===== config.mk =====
export PLATFORM = sky130hd
export DESIGN_NAME = pmq_ctrl
export DESIGN_NICKNAME = d
export VERILOG_FILES = /design/src/sv/pmq_pkg.sv /design/src/sv/pmq_ctrl.sv
export SDC_FILE = /design/constraint.sdc
export NUM_CORES = 1
export LEC_CHECK = 0
export CORE_AREA = 2 2 39 41
export CTS_CLUSTER_SIZE = 10
export DETAILED_ROUTE_END_ITERATION = 16
export DIE_AREA = 0 0 41 43
export DONT_BUFFER_PORTS = 1
export PLACE_DENSITY = 0.45
export RECOVER_POWER = 25
export SLEW_MARGIN = 15
export SYNTH_ARGS = -nofsm -noshare
export SYNTH_HDL_FRONTEND = slang
export SYNTH_SLANG_ARGS = --single-unit
export TNS_END_PERCENT = 100

===== constraint.sdc =====
create_clock -name clk -period 1.09 [get_ports clk]
set_input_delay 0.1635 -clock clk [delete_from_list [all_inputs] [get_ports clk]]
set_output_delay 0.1635 -clock clk [all_outputs]
set_load 0.03 [all_outputs]

===== src/sv/pmq_pkg.sv =====
// Package: types, constants and field layout of the priority message queue.
`default_nettype none
package pmq_pkg;

    localparam int SLOTS_DEF       = 16;
    localparam int MSG_WORDS_DEF   = 8;
    localparam int PRIO_LEVELS_DEF = 32;
    localparam int WORD_BYTES      = 8;

    localparam int REQ_W      = 2;
    localparam int PRIO_F_W   = 5;
    localparam int DATA_W     = 64;
    localparam int LEN_W      = 7;
    localparam int STATUS_W   = 3;
    localparam int CNT_F_W    = 5;
    localparam int MAXMSG_W   = 7;
    localparam int CAP_W      = 5;
    localparam int CFG_IDX_W  = 1;
    localparam int CFG_DATA_W = 7;

    localparam logic [MAXMSG_W-1:0] RESET_MAX_MSG = 7'd64;
    localparam logic [CAP_W-1:0]    RESET_CAP     = 5'd16;

    // input tdata layout
    localparam int IN_PRIO_LSB = 0;
    localparam int IN_DATA_LSB = IN_PRIO_LSB + PRIO_F_W;
    localparam int IN_LEN_LSB  = IN_DATA_LSB + DATA_W;
    localparam int IN_USED_W   = IN_LEN_LSB + LEN_W;
    localparam int S_TDATA_W   = ((IN_USED_W + 7) / 8) * 8;

    // output tdata layout
    localparam int OUT_WORD_LSB   = 0;
    localparam int OUT_PRIO_LSB   = OUT_WORD_LSB + DATA_W;
    localparam int OUT_LEN_LSB    = OUT_PRIO_LSB + PRIO_F_W;
    localparam int OUT_CNT_LSB    = OUT_LEN_LSB + LEN_W;
    localparam int OUT_NOTIFY_BIT = OUT_CNT_LSB + CNT_F_W;
    localparam int OUT_USED_W     = OUT_NOTIFY_BIT + 1;
    localparam int M_TDATA_W      = ((OUT_USED_W + 7) / 8) * 8;

    typedef enum logic [REQ_W-1:0] {
        REQ_SEND   = 2'd0,
        REQ_RECV   = 2'd1,
        REQ_ARM    = 2'd2,
        REQ_DISARM = 2'd3
    } req_t;

    typedef enum logic [STATUS_W-1:0] {
        STAT_OK        = 3'd0,
        STAT_FULL      = 3'd1,
        STAT_EMPTY     = 3'd2,
        STAT_TOO_BIG   = 3'd3,
        STAT_BUF_SMALL = 3'd4,
        STAT_NOT_ARMED = 3'd5
    } status_t;

    localparam logic [CFG_IDX_W-1:0] CFG_MAX_MSG  = 1'd0;
    localparam logic [CFG_IDX_W-1:0] CFG_CAPACITY = 1'd1;

    typedef enum logic [2:0] {
        ST_IDLE,
        ST_EXEC,
        ST_COPY,
        ST_RD,
        ST_WORD
    } state_t;

    typedef struct packed {
        logic capture;
        logic exec;
        logic copy_step;
        logic rd_issue;
        logic word_load;
    } pmq_cmd_t;

    typedef struct packed {
        logic is_send;
        logic is_recv;
        logic last;
        logic send_ok;
        logic recv_ok;
        logic copy_done;
        logic word_last;
        logic out_busy;
    } pmq_sts_t;

endpackage
`default_nettype wire


===== src/sv/pmq_ctrl.sv =====
// Controller: sequences capture, execution, payload copy and word readout.
`default_nettype none
module pmq_ctrl (
    input  wire logic              clk,
    input  wire logic              rst_n,
    input  wire logic              s_tvalid,
    output logic                   s_tready,
    input  wire pmq_pkg::pmq_sts_t sts,
    output pmq_pkg::pmq_cmd_t      cmd
);
    import pmq_pkg::*;

    state_t state_reg;
    state_t state_next;

    always_ff @(posedge clk or negedge rst_n)
    begin
        if (!rst_n)
        begin
            state_reg <= ST_IDLE;
        end
        else
        begin
            state_reg <= state_next;
        end
    end

    always_comb
    begin
        state_next = state_reg;
        unique case (state_reg)
            ST_IDLE:
            begin
                if (s_tvalid && !sts.out_busy)
                begin
                    state_next = ST_EXEC;
                end
            end
            ST_EXEC:
            begin
                if (sts.is_send && sts.last && sts.send_ok)
                begin
                    state_next = ST_COPY;
                end
                else if (sts.is_recv && sts.recv_ok)
                begin
                    state_next = ST_RD;
                end
                else
                begin
                    state_next = ST_IDLE;
                end
            end
            ST_COPY:
            begin
                if (sts.copy_done)
                begin
                    state_next = ST_IDLE;
                end
            end
            ST_RD:
            begin
                state_next = ST_WORD;
            end
            ST_WORD:
            begin
                if (!sts.out_busy)
                begin
                    state_next = sts.word_last ? ST_IDLE : ST_RD;
                end
            end
            default:
            begin
                state_next = ST_IDLE;
            end
        endcase
    end

    always_comb
    begin
        cmd      = '0;
        s_tready = 1'b0;
        unique case (state_reg)
            ST_IDLE:
            begin
                s_tready    = !sts.out_busy;
                cmd.capture = s_tvalid && !sts.out_busy;
            end
            ST_EXEC:  cmd.exec = 1'b1;
            ST_COPY:  cmd.copy_step = 1'b1;
            ST_RD:    cmd.rd_issue = 1'b1;
            ST_WORD:  cmd.word_load = !sts.out_busy;
            default:  cmd = '0;
        endcase
    end
endmodule
`default_nettype wire


---- After elaboration in Yosys (flattened, before gate mapping) ----
Cells that the tools add are included.
storage, ports and cells
  flip-flop bits (word level) ............. 3
  bits of input ports ..................... 11
  output and inout bits ................... 6
  word-level logic and storage cells ...... 28
cells by class
  equal/unequal tests ..................... 7
  multiplexer cells ....................... 13
  reduce and logical (&&, ||, !) cells .... 7
operators by type and width
  cell                                                             count
  3-bit case mux with 5 select lines                               1
  3-bit 2-to-1 mux                                                 3
  3-bit by 2-bit == test with 1-bit output, second input constant  2
  1-bit 2-to-1 mux                                                 6
  2-bit 2-to-1 mux                                                 3
  2-bit inequality test, second input constant                     3
  1-bit logical AND                                                4
  3-bit by 1-bit == test with 1-bit output, second input constant  1
  3-bit == test, second input constant                             1
  3-bit zero test                                                  1
  3-bit AND reduction                                              1
  1-bit zero test                                                  1

---- Depth between registers and ports, before layout ----
Gate-level depths: netlist (run 1).
  depth after elaboration ................. 4
  gate-level depth with buffers ........... 4
  depth with buffers taken out ............ 3

---- Worst setup path before layout (run 1) ----
No wires, ideal clock.
  path kind ............................... register to output
  start ................................... reg state_reg[1]
  end ..................................... out cmd[4] (netlist name)
  data arrival time ....................... 1383 ps
  data required time ...................... 927 ps
  slack ................................... -457 ps
  cell stages (with the launch flop) ...... 5
  path buffers ............................ 1
  cell sequence ........................... dfrtp_1 > buf_6 > nor4_4 > nand2_1 > inv_1
RTL lines
  element                   RTL line        text
  start: declaration        pmq_ctrl.sv:13  state_t state_reg;
  start signal: assignment  pmq_ctrl.sv:24  state_reg <= state_next;
  end: declaration          pmq_ctrl.sv:9   output pmq_pkg::pmq_cmd_t cmd

==> results of run 1 <==
routing by layer:
layer | share of wire, % | track usage [%]
met5 | 0 | 0
met4 | 1.6 | 8.00
met3 | 8.3 | 6.81
met2 | 53 | 16.9
met1 | 37 | 13.3
Yosys cell counts (2+ instances only):
cell	instances
sky130_fd_sc_hd__buf_4	2
sky130_fd_sc_hd__dfrtp_1	3
sky130_fd_sc_hd__nand2_1	2
sky130_fd_sc_hd__nor2_1	2
sky130_fd_sc_hd__nor2b_1	4
sky130_fd_sc_hd__nor3b_1	3
sky130_fd_sc_hd__o21bai_1	2
timing repair:
action                                  in CTS  in global routing
buffers inserted                             9                  4
endpoints found under the setup margin       9                  9
endpoints found under the hold margin        3                  0
pin swaps                                    8                  5
hold buffers                                 1                  0
resized for setup                           14                  5
worst reg2reg max path, cell delays in order (launching register included):
cell and delay (ns):
sky130_fd_sc_hd__dfrtp_2 0.47, sky130_fd_sc_hd__buf_6 0.15, sky130_fd_sc_hd__buf_6 0.11, sky130_fd_sc_hd__buf_6 0.11, sky130_fd_sc_hd__o21bai_1 0.14, sky130_fd_sc_hd__a22oi_1 0.16
area by class of cell:
type | instances | area, µm²
fill | 145 | 861
clock buffer | 4 | 26.3
tap | 16 | 20.0
multi-input combinational | 25 | 234
inverter | 1 | 3.75
timing repair buffer | 17 | 160
sequential | 3 | 78.8
cells by family (layout without fill, tap and decap cells):
group,after synthesis,count (layout),synth area share [%]
buffers and inverters,4,22,9.96
AO/OA/AOI/OAI,7,7,17.4
AND/OR/NAND/NOR,18,18,47.7
flip-flops,3,3,24.9
power groups by stage:
stage | sequential [mW] | combinational (mW) | clock, mW
2_1_floorplan | 0.125 | 0.116 | 0
3_3_place_gp | 0.142 | 0.124 | 0
3_5_place_dp | 0.142 | 0.124 | 0
4_1_cts | 0.141 | 0.186 | 0.201
5_1_grt | 0.144 | 0.219 | 0.211
6_report | 0.143 | 0.207 | 0.192
per-stage QoR:
step | hold slack [ns] | cells | total power [mW] | setup WS [ns] | instance area, µm²
3_3_place_gp | -0.132 | 53 | 0.266 | -0.123 | 358
4_1_cts | 0.0868 | 64 | 0.528 | -0.283 | 485
3_5_place_dp | -0.132 | 53 | 0.265 | -0.117 | 358
6_report | 0.0915 | 66 | 0.542 | -0.280 | 523
2_1_floorplan | -0.132 | 32 | 0.241 | -0.396 | 312
5_1_grt | 0.0966 | 66 | 0.575 | -0.357 | 523
how the worst max path moves through the flow:
stage / depth (start not counted) / startpoint / endpoint / slack [ns]
after global routing: 3 / state_reg[2] / cmd[4] / -0.36
after CTS: 3 / state_reg[2] / cmd[4] / -0.28
final: 3 / state_reg[2] / cmd[4] / -0.28
after detailed placement: 3 / state_reg[1] / state_reg[0] / -0.12
after global placement: 3 / state_reg[1] / state_reg[0] / -0.12
after floorplan: 4 / state_reg[2] / cmd[4] / -0.40
==> implementation parameters, run 1 <==
Parameter                              Value

Status
  Status    finished, violations left
  Failing checks    setup timing

Clock tree
  Worst-Skew Late Latency    0.23 ns
  TritonCTS buffer count    3
  Clock-pin slew of the registers on the worst-case setup and hold paths    0.04 ns
  TritonCTS clock tree    built
  Maximum root-to-sink buffer count    2
  Maximum level of the CTS H-tree    1
  Root buf cell    sky130_fd_sc_hd__clkbuf_4
  CTS sink count    3

STA
  Unrepaired setup endpoints after global routing    true
  Worst path setup slack after routing    -0.280 ns
  Min Clock Period, post-route    1.37 ns
  Setup tns final    -1.77 ns
  Final max-slew violation count    0
  Slew headroom    84.1%
  Worst clock skew on the final layout    0.000574 ns
  Highest attainable clock frequency    0.730 GHz
  Final Hold Vio Count    0
  Worst-margin pin slew    0.237 ns
  Final clock period utilization by the worst path    126%
  Number of endpoints failing setup at the final stage    9

Hold path
  HP Start    sts[0]
  Hold worst-path end    state_reg[2]
  Cell count of the worst hold path    1
  Hold Path Class    input pin to flop

Logic synthesis
  Synthesized area    302 µm²
  Post-synth cell types    21
  Syn_area_per_cell    9.42 µm²
  Cell accounting for the most synthesized area    sky130_fd_sc_hd__dfrtp_1
  Mapped Nets    43
  Cell count after synthesis    32
  Seq cells post-synth    3
  Share of the synthesized area in the top cell type    24.9%
  EDFF count, synth    0
  Ys Warns    0
  Portion of the post-synthesis area used by sequential elements    24.9%
  Prevailing post-synth register cell    sky130_fd_sc_hd__dfrtp_1
  Cell types with the largest area share after synthesis    sky130_fd_sc_hd__dfrtp_1 (25%), sky130_fd_sc_hd__nor2b_1 (8.3%), sky130_fd_sc_hd__nor4b_4 (7.9%)
  Ys async rst share    100%

Pwr
  Combinational group share of total power    38.2%
  Internal power component    0.373 mW
  Pleak    0.222 nW
  Worst supply voltage drop on vdd    0.430 mV
  Sequential fraction of design power    26.4%
  Part of the power in the clock network    35.4%
  Net switching power    0.168 mW
  Power density normalized to cell area    1040 nW/µm²
  Proportion of total power due to net switching    31.1%

Setup path
  R2R Setup Slk    -0.14 ns
  Data required time at the worst endpoint    0.93 ns
  Cell type of the slowest stage on the worst timing path    sky130_fd_sc_hd__dfrtp_2
  Type of element launching the critical path    flop
  Reg-to-reg startpoint    state_reg[0]
  Arrival time of data at the critical path endpoint    1.21 ns
  Worst setup path class    flop to output port
  Biggest fanout along the worst timing path    3
  Crit-path max cell delay    0.44 ns
  Worst Reg2Reg Path Length in Cells    5
  Ordered cell list for the critical path    nor4_4 -> nand2_1 -> inv_2
  Number of buffers and inverters on the critical path    1
  Crit path capture type    output port
  Capturing point of the worst reg2reg path    state_reg[1]
  Top Family by Delay on Critical Path    flip-flops

Layout
  Final Util    37.8%
  Fraction of layout instances using a drive strength above 1    62.0%
  Antenna cells    0
  Commonest cells after routing, fill and taps aside    sky130_fd_sc_hd__buf_4 (8), sky130_fd_sc_hd__buf_6 (8), sky130_fd_sc_hd__nor2b_1 (3), sky130_fd_sc_hd__clkbuf_4 (3), sky130_fd_sc_hd__dfrtp_2 (3)
  Layout-stage area growth over the synthesis result    73.4%
  Fin nets    62
  Number of flip-flops in the largest register    3

Floorplan
  Vertical die dimension    43 µm
  Die outline area    1760 µm²
  Num rows    14
  Starting utilization of the core area    21.8%
  Floorplan core area    1380 µm²
  DIE WIDTH    41 µm
  Number of primary I/O pins    17

Routing
  Via total after detailed routing    317
  Residual antenna-violating net count after detailed routing    0
  Final WL    872 µm
  # DRC    0
  Drt initial violations    6
  Average routed wire per standard cell    13.2 µm
  Via density    4.80
  First-pass DRT Iterations    4

Placed design
  Port-buffer cells    0
  Total half-perimeter wirelength after legalization and detailed placement    547 µm
  Gpl congestion    0.844

Job
  MaxCap Viol Count    0

GRT
  Number of antenna violations at the first check in global routing    0
  All-layer global routing usage    12.1%
  Number of global-route vias before repair    319
  Pin count of the biggest net entering global routing    8
  Global-route wire length before repair    1.38 mm
  Total gr overflow    0
Power figures use the tool's default switching activity.
==> run 2, diff against run 1 <==
--- a/config.mk
+++ b/config.mk
@@ -12,6 +12,7 @@
 export DONT_BUFFER_PORTS = 1
 export PLACE_DENSITY = 0.45
 export RECOVER_POWER = 25
+export SKIP_CTS_REPAIR_TIMING = 1
 export SLEW_MARGIN = 15
 export SYNTH_ARGS = -nofsm -noshare
 export SYNTH_HDL_FRONTEND = slang
==> implementation parameters, run 2 (same netlist as run 1, synthesis figures left out) <==
Parameter                              Value

Status
  Status    finished, violations left
  Failing checks    setup timing

Setup path
  Arrival time of data at the critical path endpoint    1.20 ns
  Type of element launching the critical path    flop
  Worst setup path class    flop to output port
  Data required time at the worst endpoint    0.93 ns
  Crit path capture type    output port
  Biggest fanout along the worst timing path    8

Layout
  Antenna cells    0
  Fraction of layout instances using a drive strength above 1    63.8%
  Number of flip-flops in the largest register    3
  Most common cell after layout, fill and taps aside    sky130_fd_sc_hd__buf_4
  Layout-stage area growth over the synthesis result    65.1%
  Fin nets    59
  Commonest cells after routing, fill and taps aside    sky130_fd_sc_hd__buf_4 (7), sky130_fd_sc_hd__buf_6 (6), sky130_fd_sc_hd__nor2b_1 (3), sky130_fd_sc_hd__clkbuf_4 (3), sky130_fd_sc_hd__dfrtp_2 (3)

Clock tree
  Root buf cell    sky130_fd_sc_hd__clkbuf_4
  TritonCTS buffer count    3
  TritonCTS clock tree    built
  Maximum level of the CTS H-tree    1
  Maximum root-to-sink buffer count    2
  Clock-pin slew of the registers on the worst-case setup and hold paths    0.04 ns
  CTS sink count    3
  Worst-Skew Late Latency    0.23 ns

Pwr
  Pleak    0.201 nW
  Net switching power    0.157 mW
  Power, Total    0.516 mW
  Power density normalized to cell area    1040 nW/µm²
  Combinational group share of total power    35.2%
  Sequential fraction of design power    28.0%
  Proportion of total power due to net switching    30.4%
  Part of the power in the clock network    36.8%
  Internal power component    0.359 mW
  Worst supply voltage drop on vdd    0.459 mV

STA
  Worst clock skew on the final layout    0.000574 ns
  Worst path setup slack after routing    -0.271 ns
  Worst-margin pin slew    0.246 ns
  Min Clock Period, post-route    1.36 ns
  Final Hold Vio Count    0
  Unrepaired setup endpoints after global routing    true
  Slew headroom    83.4%
  Highest attainable clock frequency    0.735 GHz
  Number of endpoints failing setup at the final stage    9
  Final clock period utilization by the worst path    125%
  Final max-slew violation count    0

GRT
  All-layer global routing usage    9.46%
  Total gr overflow    0
  Pin count of the biggest net entering global routing    10
  Number of global-route vias before repair    253
  Global-route wire length before repair    1.08 mm
  Number of antenna violations at the first check in global routing    0

Placed design
  Total half-perimeter wirelength after legalization and detailed placement    547 µm
  Worst slack at placement    -0.117 ns
  Gpl congestion    0.844
  Port-buffer cells    0

Floorplan
  Number of primary I/O pins    17
  Num rows    14
  Floorplan core area    1380 µm²
  DIE WIDTH    41 µm
  Vertical die dimension    43 µm
  Die outline area    1760 µm²
  Starting utilization of the core area    21.8%

Routing
  Final WL    761 µm
  Drt initial violations    6
  First-pass DRT Iterations    4
  Residual antenna-violating net count after detailed routing    0
  Via total after detailed routing    299
  # DRC    0
  Via density    4.75
  Average routed wire per standard cell    12.1 µm

Hold path
  Hold Path Class    input pin to flop

Job
  MaxCap Viol Count    0
## run 2: path summary, 6_finish.rpt
check | from | end | slack (ns) | cells past startpoint
max reg2reg | state_reg[1] | state_reg[1] | -0.19 | 5
min reg2reg | state_reg[2] | state_reg[2] | 0.72 | 2
min | sts[0] | state_reg[2] | 0.09 | 1
max | state_reg[1] | cmd[0] | -0.27 | 2
max in group asynchronous | rst_n | state_reg[0] | 0.75 | 1
min in group asynchronous | rst_n | state_reg[1] | 0.18 | 1
## run 2: critical path, cell delays in order (launching register included)
cell,delay [ns]
sky130_fd_sc_hd__dfrtp_2,0.48
sky130_fd_sc_hd__nor4b_4,0.31
sky130_fd_sc_hd__buf_6,0.17
## run 2: through the flow
| stage | cell area, µm² | hold slack [ns] | instances | setup TNS [ns] | utilization, % |
|---|---|---|---|---|---|
| after floorplan | 312 | -0.132 | 32 | -1.46 | - |
| after global placement | 358 | -0.132 | 53 | -0.681 | 25.9 |
| after detailed placement | 358 | -0.132 | 53 | -0.625 | 25.9 |
| after CTS | 384 | -0.380 | 57 | -2.19 | 27.8 |
| after global routing | 498 | 0.0989 | 63 | -2.24 | 36.0 |
| final | 498 | 0.0909 | 63 | -1.80 | 36.0 |
## run 2: power by group through the flow
stage | clock [mW] | sequential, mW | combinational (mW)
after detailed placement | 0 | 0.142 | 0.124
after CTS | 0.201 | 0.140 | 0.124
final | 0.190 | 0.144 | 0.182
after global placement | 0 | 0.142 | 0.124
after floorplan | 0 | 0.125 | 0.116
after global routing | 0.209 | 0.146 | 0.194
## run 2: routing by layer
metal	share of wire [%]	up-vias	global-route usage, %
li1	-	144	-
met5	0	-	0
met4	0	0	6.00
met1	38	141	11.3
met2	53	14	12.2
met3	8.7	0	5.76
## run 2: cell type report
| type | count | area, µm² |
|---|---|---|
| Tap cell | 16 | 20.0 |
| Sequential cell | 3 | 78.8 |
| Clock buffer | 4 | 26.3 |
| Inverter | 1 | 6.26 |
| Multi-Input combinational cell | 25 | 236 |
| Timing Repair Buffer | 14 | 130 |
| Fill cell | 150 | 886 |
